==> config.mk <==
export PLATFORM = sky130hd
export DESIGN_NAME = csa_muldiv
export DESIGN_NICKNAME = d
export VERILOG_FILES = /design/src/csa_pkg.sv /design/src/csa_muldiv.sv
export SDC_FILE = /design/constraint.sdc
export NUM_CORES = 1
export LEC_CHECK = 0
export ABC_CLOCK_PERIOD_IN_PS = 8750
export BUFFER_PORTS_ARGS = -buffer_cell sky130_fd_sc_hd__buf_2
export CAP_MARGIN = 15
export CORE_AREA = 8 8 199 201
export CTS_CLUSTER_SIZE = 25
export DETAILED_ROUTE_END_ITERATION = 6
export DIE_AREA = 0 0 207 209
export PLACE_DENSITY = 0.69
export SYNTH_ARGS = -nofsm -noshare
export SYNTH_HDL_FRONTEND = slang
export SYNTH_SLANG_ARGS = --single-unit
==> constraint.sdc <==
create_clock -name clk -period 8.75 [get_ports clk]
set_clock_uncertainty 0.1 [all_clocks]
set_input_delay 1.75 -clock clk [delete_from_list [all_inputs] [get_ports clk]]
set_output_delay 1.75 -clock clk [all_outputs]
set_load 0.02 [all_outputs]
==> src/csa_pkg.sv <==
package csa_pkg;

	localparam int XW = 64;
	localparam int AW = 3;
	localparam int SW = 2;

	typedef enum logic [AW-1:0] {
		ACT_ADD = 3'd0,
		ACT_SUB = 3'd1,
		ACT_MUL = 3'd2,
		ACT_POW = 3'd3,
		ACT_DIV = 3'd4
	} act_t;

	typedef enum logic [SW-1:0] {
		ST_OK     = 2'd0,
		ST_OVF    = 2'd1,
		ST_DIV0   = 2'd2,
		ST_NEGEXP = 2'd3
	} stat_t;

	typedef enum logic [3:0] {
		S_IDLE,
		S_DEC,
		S_MUL,
		S_DIV,
		S_PSQ,
		S_PSQW,
		S_PML,
		S_PMLW,
		S_PEND,
		S_FIN
	} state_t;

	typedef struct packed {
		logic start;
		logic is_div;
	} unit_cmd_t;

	typedef struct packed {
		logic busy;
		logic done;
	} unit_sts_t;

endpackage

==> src/csa_muldiv.sv <==
module csa_muldiv import csa_pkg::*; #(
	parameter int W = 64
) (
	input  logic           clk,
	input  logic           arst_n,
	input  unit_cmd_t      cmd,
	input  logic [W-1:0]   x,
	input  logic [W-1:0]   y,
	output unit_sts_t      sts,
	output logic [2*W-1:0] acc
);

	localparam int CW = $clog2(W + 1);

	logic [2*W-1:0] acc_q;
	logic [W-1:0]   y_q;
	logic           is_div_q;
	logic [CW-1:0]  cnt_q;
	logic           busy_q;
	logic           done_q;

	logic [2*W-1:0] sh;
	logic [W:0]     lhs;
	logic [W:0]     rhs;
	logic [W:0]     sum;
	logic [2*W-1:0] acc_d;

	always_comb begin
		sh = {acc_q[2*W-2:0], 1'b0};
		if (is_div_q) begin
			lhs = {acc_q[2*W-1], sh[2*W-1:W]};
			rhs = ~{1'b0, y_q};
		end else begin
			lhs = {1'b0, acc_q[2*W-1:W]};
			rhs = {1'b0, y_q};
		end
		sum = lhs + rhs + {{W{1'b0}}, is_div_q};
		if (is_div_q) begin
			if (!sum[W]) begin
				acc_d = {sum[W-1:0], sh[W-1:1], 1'b1};
			end else begin
				acc_d = sh;
			end
		end else begin
			if (acc_q[0]) begin
				acc_d = {sum, acc_q[W-1:1]};
			end else begin
				acc_d = {1'b0, acc_q[2*W-1:1]};
			end
		end
	end

	always_ff @(posedge clk or negedge arst_n) begin
		if (!arst_n) begin
			busy_q <= 1'b0;
			done_q <= 1'b0;
			cnt_q  <= '0;
		end else begin
			done_q <= 1'b0;
			if (cmd.start) begin
				busy_q <= 1'b1;
				cnt_q  <= CW'(W);
			end else if (busy_q) begin
				cnt_q <= cnt_q - 1'b1;
				if (cnt_q == CW'(1)) begin
					busy_q <= 1'b0;
					done_q <= 1'b1;
				end
			end
		end
	end

	always_ff @(posedge clk) begin
		if (cmd.start) begin
			is_div_q <= cmd.is_div;
			acc_q    <= {{W{1'b0}}, (cmd.is_div ? x : y)};
			y_q      <= cmd.is_div ? y : x;
		end else if (busy_q) begin
			acc_q <= acc_d;
		end
	end

	assign sts.busy = busy_q;
	assign sts.done = done_q;
	assign acc      = acc_q;

endmodule

==> summary.txt, run 1 <==
Detailed routing
  • Detailed-router iteration count before antenna repair: 5
  • Drt via density: 5.97
  • DRC errors left: 0
  • WL/cell: 20.6 µm
  • Number of nets with antenna violations after routing: 0
  • First-iteration detailed-routing DRC count: 1,152
  • Number of vias in the routed layout: 14,800
  • Total Routed Length: 51,000 µm

Logic synthesis
  • Mean instance size in the synthesized netlist: 9.08 µm²
  • Flip-flop and latch count after synthesis: 202
  • Total nets after synthesis: 2,012
  • Synthesized instance count: 1,814
  • Yosys warns: 0
  • Post-synth top flop: sky130_fd_sc_hd__edfxtp_1
  • Adder and majority gate portion of the synthesized area: 5.06%
  • Post-synth EDFFs: 129
  • Number of distinct library cells after synthesis: 89
  • Multiplexer fraction of the synthesized cell area: 14.8%
  • Fraction of synthesis flops using an asynchronous set or reset pin: 4.46%
  • Part of the Yosys area used for sequential elements: 32.7%
  • Combinational family with the most area after synthesis: compound AO/OA/AOI/OAI gates
  • Netlist Area Pre-Place: 16,500 µm²
  • Xor/xnor share of the synthesized area: 7.28%
  • Simple logic cell fraction of the synthesized area: 14.2%
  • Area fraction in compound gates after synthesis: 21.9%

Layout
  • Fill cell count: 3,505
  • Share of post-route cells with drive strength above 1: 23.7%
  • Leading cell types in the layout, fill and taps excluded: 259 x sky130_fd_sc_hd__buf_2, 184 x sky130_fd_sc_hd__a21oi_1, 156 x sky130_fd_sc_hd__nand2_1
  • Storage element area: 5380 µm²
  • Non-filler cells in the finished layout: 2,475
  • Synthesis-to-layout area growth: 14.1%
  • NumNets Final: 2,185
  • Most frequent standard cell in the layout excluding fill and tap cells: sky130_fd_sc_hd__buf_2
  • Multi-input gate area in the final layout: 10,400 µm²
  • # diodes: 0

Clocking
  • Register clock-pin slew on the reported worst setup and hold paths: 60 ps
  • # hold bufs at CTS: 0
  • Clock tree from TritonCTS: yes
  • Resize count post-CTS: 0
  • CTS H-tree depth: 1
  • TritonCTS Buffers: 26
  • Clock Path Buffers: 3
  • Clock root buffer: sky130_fd_sc_hd__clkbuf_16
  • Later-pin clock latency in the skew report: 550 ps
  • CTS sink count: 202
  • Setup Fix Bufs, Post-CTS: 0

Die
  • Die span in y: 209 µm
  • Number of top-level design ports: 262
  • Overall die width: 207 µm
  • Area of the die: 43,300 µm²
  • Row cnt: 70
  • Core box area: 36,300 µm²
  • Starting utilization of the core area: 45.4%

STA
  • Transition time of the tightest slew-check pin: 1030 ps
  • Max-slew violation count: 0
  • Final clock period utilization by the worst path: 62.4%
  • Total count of hold-check failures in the final report: 0
  • Slew margin rel.: 31.1%
  • Final count of negative-setup-slack endpoints: 0
  • Time the worst path needs with I/O delays and setup: 5460 ps
  • Post-route worst hold slack: 430 ps
  • Maximum clock frequency: 0.183 GHz
  • Total Negative Setup Slacks: 0 ps
  • Unrepaired setup endpoints after global routing: no

GRT
  • Total congestion overflow after global routing: 0
  • Antenna violations before repair: 0
  • First-pass GRT wire length: 80,000 µm
  • Gr usage total: 22.3%
  • Vias in the first global route: 14,300
  • Largest net degree at the start of global routing: 115

Setup path
  • Data arrival time at the worst-slack endpoint: 5810 ps
  • CP endpoint kind: flip-flop
  • Flop2flop setup slack: 3290 ps
  • Crit path launch: is_div_q
  • Crit path required time: 9100 ps
  • Nature of the critical path startpoint: flip-flop
  • Crit-path max FO: 114
  • Crit Reg-Reg Startpoint: is_div_q
  • Endpoint of the worst register-to-register path: acc[74]
  • Logic depth of the worst register-to-register path: 14
  • Crit Path Category: flip-flop to flip-flop

Flow run
  • Maximum Capacitance Violations: 0

Placement
  • Inst Count DP: 2,427
  • Final weighted congestion in routability-driven placement: 0.982
  • # port buffers: 261
  • HPWL after DPL: 37,600 µm

Run status
  • Run status: finished clean

Worst hold path
  • Source of the worst hold timing path: cnt_q[6]
  • Worst hold path endpoint: cnt_q[6]
  • Hold WC Path Type: flip-flop to flip-flop
  • Hold path cells: 2

Pwr
  • Power per Cell Area: 338 nW/µm²
  • Peak supply drop: 275 µV
  • Leakage power of the design: 7.76 nW
==> through the flow <==
stage          worst slack, ps  area, µm²  util [%]  total power [W]
2_1_floorplan             4290      16500         -          0.00421
3_3_place_gp              3470      17900      49.5          0.00518
3_5_place_dp              3350      17900      49.5          0.00521
4_1_cts                   3340      18800      51.9          0.00633
5_1_grt                   3070      18800      51.9          0.00675
6_report                  3290      18800      51.9          0.00635
==> final cells by class <==
cell class / instances / area share, %
Tap cell: 468 / 3.11
Timing Repair Buffer: 275 / 7.78
Multi-Input combinational cell: 1460 / 55.5
Inverter: 22 / 0.446
Sequential cell: 202 / 28.6
Clock inverter: 8 / 0.605
Clock buffer: 40 / 3.96
==> synthesized netlist by cell type, types with 23 or more instances <==
library cell,n,share of area [%]
sky130_fd_sc_hd__buf_1,29,0.66
sky130_fd_sc_hd__a211oi_1,90,4.1
sky130_fd_sc_hd__ha_1,65,4.9
sky130_fd_sc_hd__xnor2_1,39,2.1
sky130_fd_sc_hd__xor2_1,93,4.9
sky130_fd_sc_hd__nor2_1,116,2.6
sky130_fd_sc_hd__a21oi_1,184,5.6
sky130_fd_sc_hd__dfxtp_1,64,7.8
sky130_fd_sc_hd__mux2_2,130,8.9
sky130_fd_sc_hd__clkbuf_1,69,1.6
sky130_fd_sc_hd__nor2b_1,80,3.0
sky130_fd_sc_hd__nand2_1,156,3.6
sky130_fd_sc_hd__a21o_1,23,1.0
sky130_fd_sc_hd__edfxtp_1,129,24
sky130_fd_sc_hd__mux2i_1,94,5.7
sky130_fd_sc_hd__nand3_1,27,0.82
sky130_fd_sc_hd__o21ai_0,79,2.4
sky130_fd_sc_hd__nand4_1,27,1.0
==> per-layer routing <==
layer / part of all wire [%] / GRT usage, % / vias up
met2: 45 / 35.3 / 559
met1: 46 / 31.1 / 7006
met3: 6.5 / 3.77 / 77
met5: 0 / 0 / -
met4: 2.8 / 6.09 / 0
li1: - / - / 7142
==> worst max-delay path by stage <==
stage | to | slack [ps] | cells after the start
finish | acc[74] | 3290 | 14
global route | acc[84] | 3070 | 14
CTS | acc[74] | 3340 | 14
detailed placement | acc[74] | 3350 | 14
global placement | acc[74] | 3470 | 14
floorplan | acc[0] | 4290 | 17
==> state kept, by name, indices dropped and copies added (netlist names) <==
register,cells
acc,128
busy_q,1
cnt_q,7
done_q,1
is_div_q,1
y_q,64
==> power by group <==
| group | switching, W | internal, W | total, W |
|---|---|---|---|
| combinational | 0.00231 | 0.00140 | 0.00370 |
| sequential | 0.000311 | 0.00125 | 0.00156 |
| clock | 0.000416 | 0.000670 | 0.00109 |
==> cells by family after synthesis <==
| kind of cell | after synthesis |
|---|---|
| AO/OA/AOI/OAI | 549 |
| multiplexers | 227 |
| adder cells (fa/ha/maj) | 66 |
| XOR/XNOR | 134 |
| AND/OR/NAND/NOR | 484 |
| buffers and inverters | 152 |
| flip-flops | 202 |
==> critical path: stages, from the launching register on <==
cell,delay [ps]
sky130_fd_sc_hd__edfxtp_1,510
sky130_fd_sc_hd__buf_12,430
sky130_fd_sc_hd__mux2_2,430
sky130_fd_sc_hd__fa_1,460
sky130_fd_sc_hd__a21o_1,220
sky130_fd_sc_hd__a311o_1,440
sky130_fd_sc_hd__nand4_1,160
sky130_fd_sc_hd__nand4_1,180
sky130_fd_sc_hd__nand3_1,220
sky130_fd_sc_hd__nand3_4,170
sky130_fd_sc_hd__xnor2_4,710
sky130_fd_sc_hd__buf_4,540
sky130_fd_sc_hd__nor2_1,80
sky130_fd_sc_hd__or3_1,370
sky130_fd_sc_hd__a311oi_2,230
Note: power is estimated with default switching activity, not from simulation.
==> inputs of run 2 (changes only) <==
- ABC_CLOCK_PERIOD_IN_PS: 8750 -> 4500
- PLACE_DENSITY: 0.69 -> 0.72
- clock period: 8.75 -> 4.5 ns (I/O delays scaled with it)
==> run 2 against run 1 <==
  * Sequential share of layout area shrank 0.61 points
  * Combinational power up 100%
  * First-iteration DRC count rose by 3.3%
  * Worst setup slack worse by 3100 ps
  * Critical endpoint is now acc[105]
  * Clock power is 93% higher
  * Hold slack worse by 330 ps
  * Global-route usage up 0.58 points
  * Sequential power up 94%
  * Non-clock buffer count increased by 40
  * Cell area is 2.2% higher
  * Die area unchanged
==> summary.txt, run 2 (synthesized netlist as in run 1, its figures left out) <==
Placement
  • Final weighted congestion in routability-driven placement: 0.949
  • Post-Place Setup Slack: 187 ps
  • # port buffers: 261
  • DP Area: 18,400 µm²
  • HPWL after DPL: 39,200 µm

Pwr
  • Portion of total power attributed to combinational logic: 59.4%
  • Clock power share: 16.6%
  • Internal Power: 0.00662 W
  • Net switching power figure: 0.00601 W
  • Flop pwr share: 24.0%
  • Leakage power of the design: 7.96 nW
  • Power per Cell Area: 657 nW/µm²
  • Peak supply drop: 457 µV
  • Switching power as a share of total power: 47.6%

Clocking
  • Setup Fix Bufs, Post-CTS: 0
  • Resize count post-CTS: 0
  • Later-pin clock latency in the skew report: 550 ps
  • Clock Path Buffers: 3
  • # hold bufs at CTS: 0
  • CTS H-tree depth: 1
  • TritonCTS Buffers: 25
  • Clock tree from TritonCTS: yes
  • Clock root buffer: sky130_fd_sc_hd__clkbuf_16
  • Register clock-pin slew on the reported worst setup and hold paths: 70 ps
  • CTS sink count: 202

GRT
  • Vias in the first global route: 14,600
  • First-pass GRT wire length: 82,200 µm
  • Global-route track usage on met1: 31.8%
  • Gr usage total: 22.9%
  • Largest net degree at the start of global routing: 140
  • Total congestion overflow after global routing: 0
  • Antenna violations before repair: 0
  • Peak-usage layer in the global routing report: met2
  • Global-route track usage on met2: 37.5%
  • GRT met3 Usage: 3.59%

STA
  • Transition time of the tightest slew-check pin: 934 ps
  • Slew margin rel.: 37.7%
  • Time the worst path needs with I/O delays and setup: 4290 ps
  • Final count of negative-setup-slack endpoints: 0
  • Max-slew violation count: 0
  • Total Negative Setup Slacks: 0 ps
  • Final clock period utilization by the worst path: 95.3%
  • Unrepaired setup endpoints after global routing: no
  • Maximum clock frequency: 0.233 GHz
  • Slack of the critical path: 213 ps
  • Total count of hold-check failures in the final report: 0

Detailed routing
  • Detailed-router iteration count before antenna repair: 5
  • DRC errors left: 0
  • First-iteration detailed-routing DRC count: 1,190
  • Drt via density: 5.96
  • Number of nets with antenna violations after routing: 0
  • Total Routed Length: 52,600 µm
  • Number of vias in the routed layout: 15,000
  • WL/cell: 20.9 µm

Layout
  • Layout Cell Area excl Fill: 19,200 µm²
  • Leading cell types in the layout, fill and taps excluded: 259 x sky130_fd_sc_hd__buf_2, 180 x sky130_fd_sc_hd__a21oi_1, 156 x sky130_fd_sc_hd__nand2_1
  • Most frequent standard cell in the layout excluding fill and tap cells: sky130_fd_sc_hd__buf_2
  • Synthesis-to-layout area growth: 16.6%
  • Fill cell count: 3,399
  • Share of post-route cells with drive strength above 1: 25.5%
  • Max reg flops: 128
  • # diodes: 0
  • NumNets Final: 2,224

Run status
  • Run status: finished clean

Setup path
  • Worst stage delay on the critical path: 520 ps
  • Top cell by count, worst path: sky130_fd_sc_hd__buf_12
  • Crit-path max FO: 48
  • CP Cell Sequence: buf_12, buf_4, xor2_1, ha_1, a21oi_2, o21ai_1, a22o_1, or4b_1, o21ai_2, nand3_4, xnor2_4, buf_12, mux2_2, o22ai_1, a211oi_1
  • Data arrival time at the worst-slack endpoint: 4570 ps
  • Family with the most delay on the worst path: buffers and inverters
  • Crit path required time: 4790 ps
  • Crit Path Category: flip-flop to flip-flop
  • Library cell contributing the largest single delay on the critical path: sky130_fd_sc_hd__or4b_1
  • Bufs and invs on worst path: 3
  • Nature of the critical path startpoint: flip-flop
  • CP endpoint kind: flip-flop

Worst hold path
  • Hold WC Path Type: input port to asynchronous set/reset pin

Die
  • Area of the die: 43,300 µm²
  • Die span in y: 209 µm
  • Core box area: 36,300 µm²
  • Row cnt: 70
  • Number of top-level design ports: 262
  • Starting utilization of the core area: 45.4%
  • Overall die width: 207 µm

Flow run
  • Maximum Capacitance Violations: 0
[run 2: cell count changes in the layout (fill, tap and decap cells not counted), sizes merged]
cell,previous run,this run
bufinv,3,4
inv,20,21
clkbuf,41,35
clkinvlp,0,3
buf,274,314
clkinv,7,6
[run 2: final timing paths]
path	startpoint	endpoint	slack, ps	depth (start not counted)
max in group asynchronous	arst_n	busy_q	4000	1
max	is_div_q	acc[105]	210	15
min in group clk	cnt_q[6]	cnt_q[6]	420	2
min	arst_n	cnt_q[2]	100	1
max reg2reg	is_div_q	acc[105]	210	15
min reg2reg	cnt_q[6]	cnt_q[6]	420	2
[run 2: metal layers]
metal | part of all wire [%] | up-vias
met3 | 6.4 | 59
met5 | 0 | -
met4 | 1.5 | 0
met2 | 47 | 504
met1 | 46 | 7202
li1 | - | 7215
[run 2: power by group through the flow]
stage          clock network (W)  registers [W]  logic, W
6_report                 0.00210        0.00303   0.00750
5_1_grt                  0.00221        0.00308   0.00811
4_1_cts                  0.00214        0.00302   0.00740
3_5_place_dp                   0        0.00305   0.00736
3_3_place_gp                   0        0.00305   0.00733
2_1_floorplan                  0        0.00323   0.00496
[run 2: final cells by class]
cell class	instances	area, µm²	area share, %
Multi-Input combinational cell	1460	10500	54.5
Sequential cell	202	5380	28.0
Timing Repair Buffer	315	1860	9.70
Clock buffer	34	659	3.43
Tap cell	468	586	3.05
Clock inverter	12	171	0.892
Inverter	22	83.8	0.436
[run 2: stage by stage]
step / power, W / util, % / instances / hold WS (ps)
after floorplan: 0.00819 / - / 1814 / 378
after global placement: 0.0104 / 50.6 / 2468 / 396
after detailed placement: 0.0104 / 50.6 / 2468 / 403
after CTS: 0.0126 / 52.9 / 2514 / 68.7
after global routing: 0.0134 / 53.0 / 2513 / 94.1
final: 0.0126 / 53.0 / 2513 / 97.7
==> inputs of run 3 (changes only) <==
- BUFFER_PORTS_ARGS: -buffer_cell sky130_fd_sc_hd__buf_2 -> -buffer_cell sky130_fd_sc_hd__buf_4
- CORE_AREA: 8 8 199 201 -> 8 8 221 181
- DIE_AREA: 0 0 207 209 -> 0 0 229 189
==> run 3 against run 2 <==
  * Final cell count increased by 0.99%
  * Total power rose by 3.0%
  * Wire length rose by 9.1%
  * Sequential power grew 1%
  * Critical endpoint is now acc[119]
  * Highest routed layer unchanged
==> summary.txt, run 3 (synthesized netlist as in run 1, its figures left out) <==
Run status
  • Run status: finished clean

Layout
  • Most frequent standard cell in the layout excluding fill and tap cells: sky130_fd_sc_hd__buf_4
  • Fill cell count: 3,370
  • Layout Cell Area excl Fill: 19,900 µm²
  • # diodes: 0
  • Share of post-route cells with drive strength above 1: 25.8%
  • Synthesis-to-layout area growth: 20.7%
  • NumNets Final: 2,232
  • Max reg flops: 128
  • Leading cell types in the layout, fill and taps excluded: 309 x sky130_fd_sc_hd__buf_4, 182 x sky130_fd_sc_hd__a21oi_1, 156 x sky130_fd_sc_hd__nand2_1

Pwr
  • Leakage power of the design: 8.18 nW
  • Power per Cell Area: 654 nW/µm²
  • Peak supply drop: 280 µV
  • Power consumption: 0.0130 W

Detailed routing
  • Number of nets with antenna violations after routing: 0
  • DRC errors left: 0
  • Number of vias in the routed layout: 15,400
  • Wl on met1: 27,000 µm
  • Routed met3 length: 5880 µm
  • First-iteration detailed-routing DRC count: 1,609
  • Top Layer Used: met4
  • Met2 layer wire length in the routed design: 23,400 µm
  • WL/cell: 22.6 µm
  • Detailed-router iteration count before antenna repair: 5
  • Drt via density: 6.08
  • Total Routed Length: 57,400 µm

Clocking
  • # hold bufs at CTS: 0
  • Clock root buffer: sky130_fd_sc_hd__clkbuf_16
  • CTS H-tree depth: 1
  • CTS sink count: 202
  • Clock Path Buffers: 3
  • TritonCTS Buffers: 24
  • Register clock-pin slew on the reported worst setup and hold paths: 60 ps
  • Clock tree from TritonCTS: yes
  • Later-pin clock latency in the skew report: 560 ps

STA
  • Time the worst path needs with I/O delays and setup: 4320 ps
  • Total count of hold-check failures in the final report: 0
  • Maximum clock frequency: 0.232 GHz
  • Total Negative Setup Slacks: 0 ps
  • Transition time of the tightest slew-check pin: 1030 ps
  • Final count of negative-setup-slack endpoints: 0
  • Final clock period utilization by the worst path: 95.9%
  • Slew margin rel.: 31.3%
  • Max-slew violation count: 0

Setup path
  • Crit Path Category: flip-flop to flip-flop
  • Logic depth of the worst register-to-register path: 14
  • CP Cell Sequence: buf_4, clkbuf_16, mux2_2, ha_1, and4_1, o21ai_0, o2111ai_1, a21o_1, a211oi_1, o21ai_0, nand2_1, xnor2_1, a21oi_1, o221a_2
  • Worst stage delay on the critical path: 500 ps
  • Crit path required time: 4840 ps
  • Top cell by count, worst path: sky130_fd_sc_hd__o21ai_0
  • Endpoint of the worst register-to-register path: acc[119]
  • Crit Reg-Reg Startpoint: is_div_q
  • Flop2flop setup slack: 180 ps
  • Nature of the critical path startpoint: flip-flop
  • CP endpoint kind: flip-flop
  • Library cell contributing the largest single delay on the critical path: sky130_fd_sc_hd__edfxtp_1
  • Data arrival time at the worst-slack endpoint: 4660 ps
  • Crit-path max FO: 19

Placement
  • Final weighted congestion in routability-driven placement: 0.955
  • # port buffers: 261
  • HPWL after DPL: 43,400 µm
  • DP Area: 19,000 µm²

Die
  • Overall die width: 229 µm
  • Die span in y: 189 µm
  • Core box area: 36,400 µm²
  • Starting utilization of the core area: 45.2%
  • Row cnt: 63
  • Number of top-level design ports: 262
  • Area of the die: 43,300 µm²

GRT
  • Largest net degree at the start of global routing: 98
  • Antenna violations before repair: 0
  • First-pass GRT wire length: 86,200 µm
  • Vias in the first global route: 14,700
  • Gr usage total: 24.7%
  • Total congestion overflow after global routing: 0

Flow run
  • Maximum Capacitance Violations: 0

Worst hold path
  • Hold WC Path Type: input port to asynchronous set/reset pin
[run 3: cell count changes in the layout (fill, tap and decap cells not counted), moves of 2 or more]
cell	previous run	this run
sky130_fd_sc_hd__buf_4	43	309
sky130_fd_sc_hd__buf_2	259	0
sky130_fd_sc_hd__buf_12	11	7
sky130_fd_sc_hd__buf_6	1	4
sky130_fd_sc_hd__bufinv_16	4	1
sky130_fd_sc_hd__clkinv_2	1	4
sky130_fd_sc_hd__a21oi_1	180	182
sky130_fd_sc_hd__a21oi_2	6	4
sky130_fd_sc_hd__clkbuf_16	25	27
sky130_fd_sc_hd__clkinv_1	4	2
sky130_fd_sc_hd__o21ai_0	76	78
[run 3: timing repair]
action,CTS,global route
gates resized for setup,0,12
setup buffers,0,2
endpoints found under the setup margin,0,18
[run 3: per-stage QoR]
step	std cells	worst slack (ps)	utilization [%]	hold slack [ps]
after floorplan	1814	37.4	-	378
after global routing	2538	-12.8	54.6	48.4
after CTS	2533	148	54.2	43.3
after global placement	2490	194	52.2	396
final	2538	184	54.6	61.1
after detailed placement	2490	166	52.2	402
[run 3: worst max path at each step]
stage | start | end | slack, ps | cells after the start
after floorplan | is_div_q | acc[0] | 40 | 17
after global placement | is_div_q | acc[121] | 190 | 14
after detailed placement | is_div_q | acc[121] | 170 | 14
after CTS | is_div_q | acc[121] | 150 | 14
after global routing | is_div_q | acc[74] | -10 | 14
final | is_div_q | acc[119] | 180 | 14
[run 3: final cells by class]
cell class                      instances  area, µm²  share of cell area, %
Tap cell                              487        609                   3.07
Inverter                               22       82.6                  0.415
Sequential cell                       202       5380                   27.1
Clock inverter                         10        108                  0.541
Timing Repair Buffer                  324       2590                   13.0
Multi-Input combinational cell       1460      10500                   52.6
Clock buffer                           33        644                   3.24
[run 3: power by group]
group | switching (W) | total [W] | internal [W]
Combinational | 0.00486 | 0.00804 | 0.00317
Sequential | 0.000644 | 0.00307 | 0.00243
Clock | 0.000826 | 0.00189 | 0.00107
[run 3: layer usage]
metal | vias to the layer above | global-route usage, %
li1 | 7213 | -
met1 | 7391 | 37.4
met2 | 747 | 34.9
met3 | 75 | 6.33
met4 | 0 | 4.80
met5 | - | 0
[run 3: critical path, delay by kind of cell, from the launching register on]
| kind | cells | cell delay, ps |
|---|---|---|
| and+or+nand+nor | 2 | 340 |
| adders and majority gates | 1 | 400 |
| AOI/OAI and AO/OA | 7 | 1810 |
| buffers and inverters | 2 | 390 |
| DFF | 1 | 500 |
| xor gates and xnor gates | 1 | 320 |
| muxes | 1 | 350 |
